==> src/rtl/core/lsh_pkg.sv <==
// shared types, constants and the sharpening arithmetic for the laplacian sharpener
package lsh_pkg;

    // configuration port
    localparam int CFG_IDX_W  = 1;
    localparam int CFG_DATA_W = 16;
    localparam logic [CFG_IDX_W-1:0] CFG_FRAME_WIDTH  = 1'd0;
    localparam logic [CFG_IDX_W-1:0] CFG_FRAME_HEIGHT = 1'd1;

    localparam logic [10:0] RESET_FRAME_WIDTH  = 11'd640;
    localparam logic [15:0] RESET_FRAME_HEIGHT = 16'd480;

    // smallest frame dimension the window handles
    localparam int MIN_DIM = 3;

    // item commands
    localparam logic CMD_PIXEL = 1'b0;
    localparam logic CMD_FLUSH = 1'b1;

    // line buffer banks, one per buffered row
    localparam logic [1:0] BANK_0 = 2'd0;
    localparam logic [1:0] BANK_1 = 2'd1;
    localparam logic [1:0] BANK_2 = 2'd2;

    localparam logic [7:0] PIX_MAX = 8'd255;

    typedef struct packed {
        logic       cmd;
        logic [7:0] blue_in;
        logic [7:0] green_in;
        logic [7:0] red_in;
    } t_in_item;

    typedef struct packed {
        logic [7:0] blue_out;
        logic [7:0] green_out;
        logic [7:0] red_out;
        logic       frame_end;
    } t_out_item;

    typedef struct packed {
        logic [7:0] red;
        logic [7:0] green;
        logic [7:0] blue;
    } t_rgb;

    // per-item control decided when the item is taken
    typedef struct packed {
        logic       pix;
        logic       compute;
        logic       fire;
        logic       last;
        logic       wr_par;
        logic       rd_par;
        logic [1:0] bank;
    } t_item_ctl;

    // 5*centre minus the four cross neighbours, saturated to 0..255
    function automatic logic [7:0] sharpen_chan(input logic [7:0] c, input logic [7:0] u,
                                                input logic [7:0] l, input logic [7:0] r,
                                                input logic [7:0] d);
        logic signed [11:0] v;
        logic [7:0]         res;
        v = $signed({2'b00, c, 2'b00}) + $signed({4'b0000, c})
            - $signed({4'b0000, u}) - $signed({4'b0000, l})
            - $signed({4'b0000, r}) - $signed({4'b0000, d});
        if (v < 12'sd0) begin
            res = 8'd0;
        end else if (v > $signed({4'b0000, PIX_MAX})) begin
            res = PIX_MAX;
        end else begin
            res = v[7:0];
        end
        return res;
    endfunction

    function automatic t_rgb sharpen(input t_rgb c, input t_rgb u, input t_rgb l,
                                     input t_rgb r, input t_rgb d);
        t_rgb res;
        res.red   = sharpen_chan(c.red, u.red, l.red, r.red, d.red);
        res.green = sharpen_chan(c.green, u.green, l.green, r.green, d.green);
        res.blue  = sharpen_chan(c.blue, u.blue, l.blue, r.blue, d.blue);
        return res;
    endfunction

endpackage

==> src/rtl/core/lsh_ctrl.sv <==
// frame geometry registers, raster position counters and per-item control decode
module lsh_ctrl #(
    parameter int MAX_WIDTH = 1024,
    localparam int CW = $clog2(MAX_WIDTH)
) (
    input  logic                           i_clk,
    input  logic                           i_rst_n,
    input  logic                           i_take,
    input  logic                           i_cmd,
    input  logic                           i_cfg_we,
    input  logic [lsh_pkg::CFG_IDX_W-1:0]  i_cfg_idx,
    input  logic [lsh_pkg::CFG_DATA_W-1:0] i_cfg_wdata,
    output lsh_pkg::t_item_ctl             o_ctl,
    output logic [CW-1:0]                  o_in_col,
    output logic [CW-1:0]                  o_wr_col,
    output logic [CW-1:0]                  o_rd_col
);

    localparam int WW = $clog2(MAX_WIDTH + 1);
    localparam int WX = (WW > 11) ? WW : 11;

    logic [10:0]   r_frame_width, n_frame_width;
    logic [15:0]   r_frame_height, n_frame_height;
    logic [CW-1:0] r_in_col, n_in_col;
    logic [15:0]   r_in_row, n_in_row;
    logic [1:0]    r_bank, n_bank;
    logic [CW-1:0] r_out_col, n_out_col;
    logic [15:0]   r_out_row, n_out_row;
    logic          r_draining, n_draining;

    logic [WX-1:0] width_x;
    logic [WX-1:0] width_eff;
    logic [CW-1:0] wm1;
    logic [CW-1:0] wm2;
    logic [15:0]   hm1;
    logic [15:0]   hm2;

    // effective frame size
    always_comb begin
        width_x = WX'(r_frame_width);
        if (width_x < WX'(lsh_pkg::MIN_DIM)) begin
            width_eff = WX'(lsh_pkg::MIN_DIM);
        end else if (width_x > WX'(MAX_WIDTH)) begin
            width_eff = WX'(MAX_WIDTH);
        end else begin
            width_eff = width_x;
        end
        wm1 = CW'(width_eff - WX'(1));
        wm2 = wm1 - CW'(1);
        if (r_frame_height < 16'(lsh_pkg::MIN_DIM)) begin
            hm1 = 16'(lsh_pkg::MIN_DIM - 1);
        end else begin
            hm1 = r_frame_height - 16'd1;
        end
        hm2 = hm1 - 16'd1;
    end

    // decode of the item at the input
    always_comb begin
        o_ctl.pix     = !r_draining && (i_cmd == lsh_pkg::CMD_PIXEL);
        o_ctl.compute = o_ctl.pix && (r_in_row >= 16'd2) && (r_in_col >= CW'(2));
        o_ctl.fire    = r_draining || (o_ctl.pix && ((r_in_row > 16'd2) ||
                        ((r_in_row == 16'd2) && (r_in_col >= CW'(2)))));
        o_ctl.last    = (r_out_row == hm1) && (r_out_col == wm1);
        o_ctl.wr_par  = ~r_in_row[0];
        o_ctl.bank    = r_bank;
        // window centre clamped to the interior
        if (r_out_row == 16'd0) begin
            o_ctl.rd_par = 1'b1;
        end else if (r_out_row > hm2) begin
            o_ctl.rd_par = hm2[0];
        end else begin
            o_ctl.rd_par = r_out_row[0];
        end
        if (r_out_col == CW'(0)) begin
            o_rd_col = CW'(1);
        end else if (r_out_col > wm2) begin
            o_rd_col = wm2;
        end else begin
            o_rd_col = r_out_col;
        end
        o_in_col = r_in_col;
        o_wr_col = r_in_col - CW'(1);
    end

    // next state of configuration and position counters
    always_comb begin
        n_frame_width  = r_frame_width;
        n_frame_height = r_frame_height;
        n_in_col       = r_in_col;
        n_in_row       = r_in_row;
        n_bank         = r_bank;
        n_out_col      = r_out_col;
        n_out_row      = r_out_row;
        n_draining     = r_draining;
        if (i_cfg_we) begin
            case (i_cfg_idx)
                lsh_pkg::CFG_FRAME_WIDTH:  n_frame_width  = i_cfg_wdata[10:0];
                lsh_pkg::CFG_FRAME_HEIGHT: n_frame_height = i_cfg_wdata;
                default: ;
            endcase
            n_in_col   = '0;
            n_in_row   = '0;
            n_bank     = lsh_pkg::BANK_0;
            n_out_col  = '0;
            n_out_row  = '0;
            n_draining = 1'b0;
        end else if (i_take) begin
            // input raster position
            if (o_ctl.pix) begin
                if (r_in_col == wm1) begin
                    n_in_col = '0;
                    if (r_in_row == hm1) begin
                        n_in_row   = '0;
                        n_bank     = lsh_pkg::BANK_0;
                        n_draining = 1'b1;
                    end else begin
                        n_in_row = r_in_row + 16'd1;
                        case (r_bank)
                            lsh_pkg::BANK_0: n_bank = lsh_pkg::BANK_1;
                            lsh_pkg::BANK_1: n_bank = lsh_pkg::BANK_2;
                            default:         n_bank = lsh_pkg::BANK_0;
                        endcase
                    end
                end else begin
                    n_in_col = r_in_col + CW'(1);
                end
            end
            // output raster position
            if (o_ctl.fire) begin
                if (o_ctl.last) begin
                    n_out_col  = '0;
                    n_out_row  = '0;
                    n_draining = 1'b0;
                end else if (r_out_col == wm1) begin
                    n_out_col = '0;
                    n_out_row = r_out_row + 16'd1;
                end else begin
                    n_out_col = r_out_col + CW'(1);
                end
            end
        end
    end

    always_ff @(posedge i_clk) begin
        if (!i_rst_n) begin
            r_frame_width  <= lsh_pkg::RESET_FRAME_WIDTH;
            r_frame_height <= lsh_pkg::RESET_FRAME_HEIGHT;
            r_in_col       <= '0;
            r_in_row       <= '0;
            r_bank         <= lsh_pkg::BANK_0;
            r_out_col      <= '0;
            r_out_row      <= '0;
            r_draining     <= 1'b0;
        end else begin
            r_frame_width  <= n_frame_width;
            r_frame_height <= n_frame_height;
            r_in_col       <= n_in_col;
            r_in_row       <= n_in_row;
            r_bank         <= n_bank;
            r_out_col      <= n_out_col;
            r_out_row      <= n_out_row;
            r_draining     <= n_draining;
        end
    end

endmodule

==> config.mk <==
export PLATFORM = sky130hd
export DESIGN_NAME = lsh_ctrl
export DESIGN_NICKNAME = d
export VERILOG_FILES = /design/src/rtl/core/lsh_pkg.sv /design/src/rtl/core/lsh_ctrl.sv
export SDC_FILE = /design/constraint.sdc
export NUM_CORES = 1
export LEC_CHECK = 0
export ABC_AREA = 1
export BUFFER_PORTS_ARGS = -buffer_cell sky130_fd_sc_hd__buf_2
export CORE_MARGIN = 1
export CORE_UTILIZATION = 63
export CTS_BUF_LIST = sky130_fd_sc_hd__clkbuf_4
export DETAILED_ROUTE_END_ITERATION = 8
export PLACE_DENSITY_LB_ADDON = 0.1
export SKIP_LAST_GASP = 1
export SYNTH_ARGS = -nofsm -noshare
export SYNTH_HDL_FRONTEND = slang
export SYNTH_SLANG_ARGS = --single-unit
==> constraint.sdc <==
create_clock -name i_clk -period 5.4 [get_ports i_clk]
set_input_delay 0.81 -clock i_clk [delete_from_list [all_inputs] [get_ports i_clk]]
set_output_delay 0.81 -clock i_clk [all_outputs]
set_load 0.02 [all_outputs]
==> results.ini, run 1 <==
[clock_tree]
clock-root-buffer=clkbuf_4
cts_buffers=9
cts.sinks=82
cts_htree_levels=3
cts_tree=yes
holdBufCountCts=0
clk_pin_slew_ps=160
cts_buffer_depth=2
clock_latency_ps=490

[min_path]
hp-class=flop to flop
holdPathStages=2
min_to=r_in_row[5]
hp-start=r_in_row[5]

[critical_path]
worst_path_max_delay_cell=dfxtp_2
crit_fanout=5
cp_num_buf_inv=4
reg2reg_depth=20
endpoint_kind=output pin
crit_type=flop to output pin
cpMostUsedCell=nor2_2
reg2reg_slack_ps=1670
crit_path_cell_trace=nor2_2 > nand3_2 > o21bai_4 > buf_6 > nand2_1 > ha_4 > nand2_4 > nand4_1 > nand2_2 > inv_1 > nor2_2 > nand2_1 > nor2_2 > nor2_2 > ha_1 > nand4_1 > nor2_2 > o21ai_1 > o211ai_1 > nor2_1 > a31oi_2 > inv_2 > o21ai_0 > buf_2
rr_endpoint=o_in_col[2]
worstPathArrival_ps=4480
r2r-start=r_frame_width[8]
cp_top_family=simple AND/OR/NAND/NOR gates
max_stage_delay_ps=350
worstPathRequired_ps=4590
critPathLaunchType=flop

[global_route]
grt_pass1_vias=6731
grt_max_degree=29
track_usage_pct=34.4
antenna_found_initial=0
grt_pass1_wl_mm=32.5
grt_overflow_total=0

[route]
top_layer=met4
first_pass_iters=8
drt.antenna.violating_nets=0
route.met3.wl_mm=1.49
drt_iter0_drc=686
wl_met1_mm=9.26
via_per_inst=5.81
wl_per_cell_um=15.5
met2WireLength_mm=10.2
wl_mm=21.7
via_count=8153
drc=0

[synthesis]
avgSynthCellArea_sq_um=6.27
synth_cells=1174
synth_top_area_share_pct=22.3
ys_seq_elements=82
ys_types=49
synth_area_leaders=dfxtp_1 22%, nand2_1 14%, xor2_1 8.1%
yosysWarnings=0
synth_nets=1237
seq_area_frac_synth_pct=22.3
yosysTopAreaCell=dfxtp_1
netlist_area_sq_um=7360

[floorplanning]
fp.dieH_um=110
start_util_pct=64.5
core_sq_um=11400
die-area_sq_um=12100
ios=60
die_w_um=110
rows=39

[power]
p_seq_share_pct=41.4
power_frac_comb_pct=29.6
clkPwrFrac_pct=29.0
switching_share_pct=36.7
finalPower_mw=1.53
p_per_area_nw_per_um2=183
p_leak_nw=3.82
irDropWorstVdd_mv=0.170
p_sw_uw=563
power.internal_uw=970

[outcome]
status=complete, no violations

[layout]
area_delta_synth_final_pct=14.0
fin_nets=1317
drive_gt1_share_pct=16.8
final_util_pct=73.5
final_area_sq_um=8390
final_cell_mix=262 x nand2_1, 146 x inv_1, 105 x nor2_1
final_common_cell=nand2_1
final_cell_count_no_fill=1403

[sta]
setup_viol=0
finalCritPeriodShare_pct=97.9
setup_tns_ps=0
max-slew-margin-rel_pct=38.5
tightest_slew_ps=915
whs_ps=475
hold_violations=0
fmax_mhz=189
period_needed_ps=5290
finalClockSkew_ps=26.1
drv_slew=0
worst_slack_ps=111

[place]
port_buffers=59
place_inst=1357
gp_congestion=0.979
placed_area_sq_um=7720
post-place-ws_ps=490
hpwl_mm=16.2

[run]
drv_cap=0

cell usage after synthesis (all sizes together):
cell type,count
inv,159
o41ai,2
nand2,288
nand3b,7
o211a,1
buf,10
o22ai,1
or2,1
a31oi,4
o2111ai,1
a211oi,2
o211ai,10
o21ai,54
clkbuf,11
o31ai,1
nor3b,1
nor3,39
and3b,1
nand3,114
xnor2,9
ha,41
clkinv,3
a21oi,76
and2,4
a21boi,1
dfxtp,82
o21bai,1
nor4,11
xor2,70
nor2,131
nand4,38
tightest hold or removal path, stage by stage, from the launching register on:
cell and delay, ps:
dfxtp_1 340, nand2_1 60, a21oi_1 50
state kept, by name (all words and copies together) (netlist names):
signal / flops
r_frame_height: 16
r_in_row: 16
r_out_row: 16
r_frame_width: 11
o_in_col: 10
r_out_col: 10
r_bank: 2
r_draining: 1
routing by layer:
| metal | track usage (%) | vias up |
|---|---|---|
| met2 | 56.9 | 359 |
| met4 | 15.8 | 0 |
| met1 | 44.1 | 3705 |
| met3 | 4.88 | 76 |
| met5 | 0 | - |
| li1 | - | 4013 |
area by class of cell:
class / count / area (sq um)
Clock inverter: 7 / 100
Clock buffer: 9 / 67.6
Antenna cell: 1 / 2.50
Multi-Input combinational cell: 911 / 5240
Fill cell: 976 / 3030
Timing Repair Buffer: 88 / 526
Inverter: 162 / 614
Tap cell: 143 / 179
Sequential cell: 82 / 1660
worst max-delay path by stage:
stage                                  from  depth (start not counted)  slack (ps)           to
after floorplan            r_frame_width[2]                         25         800  o_rd_col[0]
after global placement    r_frame_height[8]                         23         650     o_ctl[2]
after detailed placement  r_frame_height[5]                         23         490     o_ctl[2]
after CTS                 r_frame_height[0]                         22          50     o_ctl[2]
after global routing       r_frame_width[8]                         29        -150  o_rd_col[8]
final                      r_frame_width[8]                         24         110  o_rd_col[0]
repair_timing:
| item | CTS | global route |
|---|---|---|
| endpoints found under the setup margin | 1 | 11 |
| cloned | 0 | 3 |
| gates resized for setup | 1 | 81 |
| pin swaps | 0 | 25 |
| setup buffers | 0 | 26 |
power by group through the flow:
stage / Clock [mW] / Combinational (mW) / Sequential [mW]
5_1_grt: 0.465 / 0.498 / 0.637
3_3_place_gp: 0 / 0.370 / 0.646
3_5_place_dp: 0 / 0.372 / 0.647
2_1_floorplan: 0 / 0.285 / 0.643
4_1_cts: 0.442 / 0.376 / 0.633
6_report: 0.445 / 0.453 / 0.635
logic make-up (layout without fill, tap and decap cells):
logic type	Yosys count	after routing	synth area share, %
other	0	1	0
AND/OR/NAND/NOR	635	637	39.6
adder cells (fa/ha/maj)	41	41	6.97
AO/OA/AOI/OAI	154	154	11.5
buffers and inverters	183	266	10.0
XOR/XNOR	79	79	9.61
flip-flops	82	82	22.3
No activity file was read; power rests on OpenSTA's default activity.
==> run 2, diff against run 1 <==
==> constraint.sdc (replaced) <==
create_clock -name i_clk -period 5 [get_ports i_clk]
set_input_delay 0.75 -clock i_clk [delete_from_list [all_inputs] [get_ports i_clk]]
set_output_delay 0.75 -clock i_clk [all_outputs]
set_load 0.02 [all_outputs]
==> run 2 against run 1 <==
  * The flow now finishes with violations (setup timing)
  * Power up 4.0%
  * Flip-flop and latch count did not move
  * Critical path depth grew 5
  * Clock power is 13% lower
  * Via count grew 1.7%
  * Combinational power rose by 15%
  * Largest power group unchanged
==> results.ini, run 2 (synthesis gave the netlist of run 1 again) <==
[floorplanning]
rows=39  ; unchanged
ios=60  ; unchanged
fp.dieH_um=110  ; unchanged
die-area_sq_um=12100  ; unchanged
die_w_um=110  ; unchanged
core_sq_um=11400  ; unchanged
start_util_pct=64.5  ; unchanged

[layout]
area_delta_synth_final_pct=16.7  ; was 14.0%
final_util_pct=75.2  ; was 73.5%
fill_cells=940  ; was 976
final_cell_mix=254 x nand2_1, 145 x inv_1, 105 x nor2_1  ; was 262 x nand2_1, 146 x inv_1, 105 x nor2_1
fin_nets=1331  ; was 1,317
drive_gt1_share_pct=19.8  ; was 16.8%
diodes=0  ; was 1
reg.largest.list=r_frame_height x16, r_in_row x16, r_out_row x16  ; unchanged
final_common_cell=nand2_1  ; unchanged
final_area_sq_um=8590  ; was 8390 sq um

[clock_tree]
cts_htree_levels=3  ; unchanged
cts_tree=yes  ; unchanged
clock-root-buffer=clkbuf_4  ; unchanged
clock_latency_ps=490  ; about the same
cts_buffers=9  ; unchanged
cts_buffer_depth=2  ; unchanged
clk_pin_slew_ps=150  ; was 160 ps
cts.sinks=82  ; unchanged

[global_route]
grt_pass1_vias=7074  ; was 6,731
track_usage_pct=34.7  ; was 34.4%
grt_max_degree=29  ; unchanged
grt_pass1_wl_mm=32.9  ; was 32.5 mm
grt_overflow_total=0  ; unchanged
antenna_found_initial=0  ; unchanged

[critical_path]
worstPathRequired_ps=4250  ; was 4590 ps
crit_end=o_rd_col[7]  ; was o_rd_col[0]
crit_fanout=5  ; unchanged
cpMostUsedCell=nor2_2  ; unchanged
max_stage_delay_ps=400  ; was 350 ps
r2r-start=r_frame_width[5]  ; was r_frame_width[8]
critPathLaunchType=flop  ; unchanged
reg2reg_slack_ps=1450  ; was 1670 ps
reg2reg_depth=20  ; unchanged
rr_endpoint=o_in_col[7]  ; was o_in_col[2]
crit_type=flop to output pin  ; unchanged
startpoint=r_frame_width[5]  ; was r_frame_width[8]
endpoint_kind=output pin  ; unchanged
worstPathArrival_ps=4500  ; was 4480 ps
worst_path_max_delay_cell=dfxtp_4  ; was dfxtp_2

[route]
drt.antenna.violating_nets=0  ; unchanged
via_per_inst=5.85  ; was 5.81
drt_iter0_drc=802  ; was 686
drc=0  ; unchanged
via_count=8290  ; was 8,153
wl_per_cell_um=15.5  ; about the same
wl_mm=22.0  ; was 21.7 mm
first_pass_iters=5  ; was 8

[sta]
drv_slew=0  ; unchanged
finalCritPeriodShare_pct=105
rsz0062_at_grt=yes
period_needed_ps=5250
tightest_slew_ps=817  ; was 915 ps
worst_slack_ps=-252  ; was 111 ps
fmax_mhz=190
finalClockSkew_ps=17.7  ; was 26.1 ps
setup_viol=10  ; was 0
hold_violations=0  ; unchanged
max-slew-margin-rel_pct=45.0  ; was 38.5%

[power]
irDropWorstVdd_mv=0.185  ; was 0.170 mV
switching_share_pct=39.3  ; was 36.7%
power.internal_uw=967  ; was 970 uW
p_leak_nw=3.89  ; was 3.82 nW
clkPwrFrac_pct=24.2  ; was 29.0%
p_per_area_nw_per_um2=185  ; was 183 nW/um^2
finalPower_mw=1.59  ; was 1.53 mW
p_sw_uw=627  ; was 563 uW
power_frac_comb_pct=32.5  ; was 29.6%
p_seq_share_pct=43.2  ; was 41.4%

[place]
placed_area_sq_um=7760  ; was 7720 sq um
port_buffers=59  ; unchanged
hpwl_mm=15.4  ; was 16.2 mm
gp_congestion=0.961  ; was 0.979

[outcome]
violations=setup timing
status=complete, but fails checks  ; was complete, no violations

[run]
drv_cap=0  ; unchanged

[min_path]
hp-class=input pin to flop  ; was flop to flop

-- run 2: cell count changes in the layout (fill, tap and decap cells not counted), sizes merged --
| cell | before | now |
|---|---|---|
| buf | 88 | 104 |
| bufinv | 2 | 0 |
| clkinv | 6 | 7 |
| clkinvlp | 1 | 2 |
| diode | 1 | 0 |
| nand3 | 116 | 114 |
-- run 2: how the worst min path moves through the flow --
stage / startpoint / endpoint / slack [ps] / cells past startpoint
after CTS: i_cfg_wdata[5] / r_frame_height[5] / 470 / 3
after detailed placement: r_in_row[14] / r_in_row[14] / 470 / 2
after global routing: i_cfg_wdata[5] / r_frame_height[5] / 470 / 3
after floorplan: r_in_row[14] / r_in_row[14] / 440 / 2
after global placement: r_in_row[14] / r_in_row[14] / 450 / 2
final: i_cfg_wdata[5] / r_frame_height[5] / 470 / 3
-- run 2: critical path, delay by kind of cell, from the launching register on --
kind / cells / cell delay (ps)
simple gates: 18 / 1990
buf+inv: 6 / 650
fa+ha+maj: 2 / 510
compound gates: 3 / 480
flops: 1 / 400
-- run 2: layout make-up --
class	instances	area, sq um	share of cell area, %
flip-flops and latches	82	1670	19.4
well taps	143	179	2.08
repair buffers	104	671	7.81
clock inverters	7	53.8	0.626
inverters	162	617	7.18
multi-input cells	909	5340	62.1
clock buffers	9	67.6	0.786
-- run 2: timing repair --
item / in CTS / in global routing
setup buffers: 13 / 24
cloned: 0 / 1
resized for setup: 36 / 87
hold buffers: 0 / 0
setup endpoints to repair: 11 / 11
pin swaps: 7 / 28
-- run 2: power groups by stage --
stage                     Combinational, mW  Sequential, mW  Clock, mW
final                                 0.519           0.689      0.386
after global routing                  0.564           0.691      0.419
after CTS                             0.431           0.684      0.386
after detailed placement              0.406           0.698          0
after global placement                0.401           0.697          0
after floorplan                       0.308           0.694          0
-- run 2: through the flow --
stage | setup TNS [ps] | hold slack [ps] | setup slack (ps) | cells
6_report | -2270 | 474 | -252 | 1416
5_1_grt | -5850 | 470 | -615 | 1416
4_1_cts | 0 | 467 | 7.30 | 1391
3_5_place_dp | 0 | 466 | 175 | 1362
3_3_place_gp | 0 | 450 | 339 | 1362
2_1_floorplan | 0 | 439 | 465 | 1174
-- run 2: per-layer routing --
metal  vias up  GRT usage [%]  wire [um]
met5         -              0          0
met1      3734           43.1       8980
met4         0           17.2       1060
li1       4048              -          -
met2       402           57.5      10300
met3       106           6.53       1650
==> run 3, diff against run 2 <==
--- a/config.mk
+++ b/config.mk
@@ -7,11 +7,13 @@
 export LEC_CHECK = 0
 export ABC_AREA = 1
 export BUFFER_PORTS_ARGS = -buffer_cell sky130_fd_sc_hd__buf_2
+export CAP_MARGIN = 20
 export CORE_MARGIN = 1
 export CORE_UTILIZATION = 63
 export CTS_BUF_LIST = sky130_fd_sc_hd__clkbuf_4
 export DETAILED_ROUTE_END_ITERATION = 8
 export PLACE_DENSITY_LB_ADDON = 0.1
+export SETUP_SLACK_MARGIN = 0.15
 export SKIP_LAST_GASP = 1
 export SYNTH_ARGS = -nofsm -noshare
 export SYNTH_HDL_FRONTEND = slang
==> run 3 against run 2 <==
  * The run still ends with setup timing left
  * Critical endpoint is now o_rd_col[5]
  * Sequential share of layout area fell by 0.15 points
  * Flip-flop and latch count did not move
  * Global-route usage rose by 1.0 points
==> results.ini, run 3 (synthesis gave the netlist of run 1 again) <==
[route]
met2WireLength_mm=10.4  ; was 10.3 mm
wl_mm=22.1  ; was 22.0 mm
via_count=8310  ; was 8,290
route.met3.wl_mm=1.73  ; was 1.65 mm
drt_iter0_drc=700  ; was 802
drc=0  ; unchanged
drt.antenna.violating_nets=0  ; unchanged
top_layer=met4  ; unchanged
wl_per_cell_um=15.5  ; about the same
via_per_inst=5.85  ; about the same
first_pass_iters=8  ; was 5
wl_met1_mm=8.77  ; was 8.98 mm

[sta]
tightest_slew_ps=857  ; was 817 ps
drv_slew=0  ; unchanged
setup_viol=10  ; unchanged
rsz0062_at_grt=yes  ; unchanged
period_needed_ps=5170  ; was 5250 ps
finalCritPeriodShare_pct=103  ; was 105%
finalClockSkew_ps=25.0  ; was 17.7 ps
max-slew-margin-rel_pct=42.3  ; was 45.0%
hold_violations=0  ; unchanged
worst_slack_ps=-171  ; was -252 ps
fmax_mhz=193  ; was 190 MHz

[clock_tree]
clock-root-buffer=clkbuf_4  ; unchanged
clk_pin_slew_ps=150  ; about the same
cts_htree_levels=3  ; unchanged
cts.sinks=82  ; unchanged
holdBufCountCts=0  ; unchanged
cts_buffers=9  ; unchanged
cts_buffer_depth=2  ; unchanged
cts_tree=yes  ; unchanged
clock_latency_ps=480  ; was 490 ps

[floorplanning]
core_sq_um=11400  ; unchanged
start_util_pct=64.5  ; unchanged
ios=60  ; unchanged
die-area_sq_um=12100  ; unchanged
fp.dieH_um=110  ; unchanged
die_w_um=110  ; unchanged
rows=39  ; unchanged

[critical_path]
rr_endpoint=o_in_col[7]  ; unchanged
worstPathArrival_ps=4420  ; was 4500 ps
reg2reg_slack_ps=1460  ; was 1450 ps
endpoint_kind=output pin  ; unchanged
max_stage_delay_ps=390  ; was 400 ps
r2r-start=r_frame_width[5]  ; unchanged
reg2reg_depth=19  ; was 20
crit_fanout=7  ; was 5
critPathLaunchType=flop  ; unchanged
worstPathRequired_ps=4250  ; about the same
cpMostUsedCell=nand2_1  ; was nor2_2
crit_type=flop to output pin  ; unchanged
worst_path_max_delay_cell=dfxtp_4  ; unchanged

[min_path]
min_to=r_frame_height[5]  ; unchanged
holdPathStages=3  ; unchanged
hp-start=i_cfg_wdata[5]  ; unchanged
hp-class=input pin to flop  ; unchanged

[power]
power_frac_comb_pct=32.7  ; was 32.5%
clkPwrFrac_pct=24.2  ; about the same
irDropWorstVdd_mv=0.177  ; was 0.185 mV
switching_share_pct=39.7  ; was 39.3%
p_leak_nw=3.93  ; was 3.89 nW
p_seq_share_pct=43.1  ; was 43.2%
power.internal_uw=962  ; was 967 uW
p_per_area_nw_per_um2=184  ; was 185 nW/um^2
p_sw_uw=633  ; was 627 uW

[outcome]
status=complete, but fails checks  ; unchanged
violations=setup timing  ; unchanged

[global_route]
grt_pass1_vias=7287  ; was 7,074
antenna_found_initial=0  ; unchanged
grt_max_degree=29  ; unchanged
grt_pass1_wl_mm=33.8  ; was 32.9 mm
grt_overflow_total=0  ; unchanged
track_usage_pct=35.7  ; was 34.7%

[place]
hpwl_mm=15.4  ; unchanged
gp_congestion=0.961  ; unchanged
post-place-ws_ps=175  ; unchanged
placed_area_sq_um=7760  ; unchanged
port_buffers=59  ; unchanged

[layout]
reg.largest.list=r_frame_height x16, r_in_row x16, r_out_row x16  ; unchanged
fill_cells=923  ; was 940
fin_nets=1335  ; was 1,331
final_cell_mix=257 x nand2_1, 141 x inv_1, 104 x nor2_1  ; was 254 x nand2_1, 145 x inv_1, 105 x nor2_1
area_delta_synth_final_pct=18.0  ; was 16.7%
drive_gt1_share_pct=20.8  ; was 19.8%
final_area_sq_um=8690  ; was 8590 sq um
diodes=0  ; unchanged
final_util_pct=76.1  ; was 75.2%
regArea_sq_um=1670  ; about the same
final_common_cell=nand2_1  ; unchanged
multiInputGateArea_sq_um=5390  ; was 5340 sq um

[run]
drv_cap=0  ; unchanged

run 3: area by class of cell:
class                      instances  share of cell area (%)
inverter                         162                    7.13
multi-input combinational        909                    62.1
clock inverter                     7                   0.619
sequential                        82                    19.3
timing repair buffer             108                    8.09
tap                              143                    2.06
clock buffer                       9                   0.778
run 3: worst max-delay path, delay by kind of cell, from the launching register on:
| kind | cells | cell delay [ps] |
|---|---|---|
| AO/OA/AOI/OAI | 4 | 550 |
| adder cells (fa/ha/maj) | 2 | 490 |
| buffers and inverters | 7 | 770 |
| flip-flops | 1 | 390 |
| AND/OR/NAND/NOR | 15 | 1750 |
run 3: stage by stage:
stage	std cells	setup TNS (ps)	total power, mW	hold slack, ps
5_1_grt	1420	-4370	1.67	473
4_1_cts	1405	0	1.52	467
6_report	1420	-1480	1.59	487
2_1_floorplan	1174	0	1.00	439
3_3_place_gp	1362	0	1.10	450
3_5_place_dp	1362	0	1.10	466
run 3: how the worst max path moves through the flow:
stage	slack, ps	from	end
after floorplan	460	r_frame_width[2]	o_rd_col[0]
after global placement	340	r_frame_width[6]	o_rd_col[6]
after detailed placement	180	r_frame_width[4]	o_rd_col[5]
after CTS	150	r_frame_height[13]	o_ctl[2]
after global routing	-470	r_frame_width[4]	o_rd_col[4]
final	-170	r_frame_width[5]	o_rd_col[5]
run 3: power by group through the flow:
stage / clock, mW / sequential, mW / combinational [mW]
floorplan: 0 / 0.694 / 0.308
global placement: 0 / 0.697 / 0.401
detailed placement: 0 / 0.698 / 0.406
CTS: 0.386 / 0.684 / 0.453
global route: 0.418 / 0.690 / 0.566
finish: 0.386 / 0.688 / 0.521
run 3: timing repair:
action                     in CTS  in global routing
gates resized for setup        63                 77
buffers inserted               27                 14
pin swaps                      21                 30
gates cloned                    0                  1
setup endpoints to repair      11                 11
run 3: metal layers:
| metal | GRT usage (%) | vias up |
|---|---|---|
| met4 | 18.4 | 0 |
| met2 | 59.8 | 418 |
| li1 | - | 4053 |
| met3 | 7.05 | 109 |
| met5 | 0 | - |
| met1 | 43.4 | 3730 |
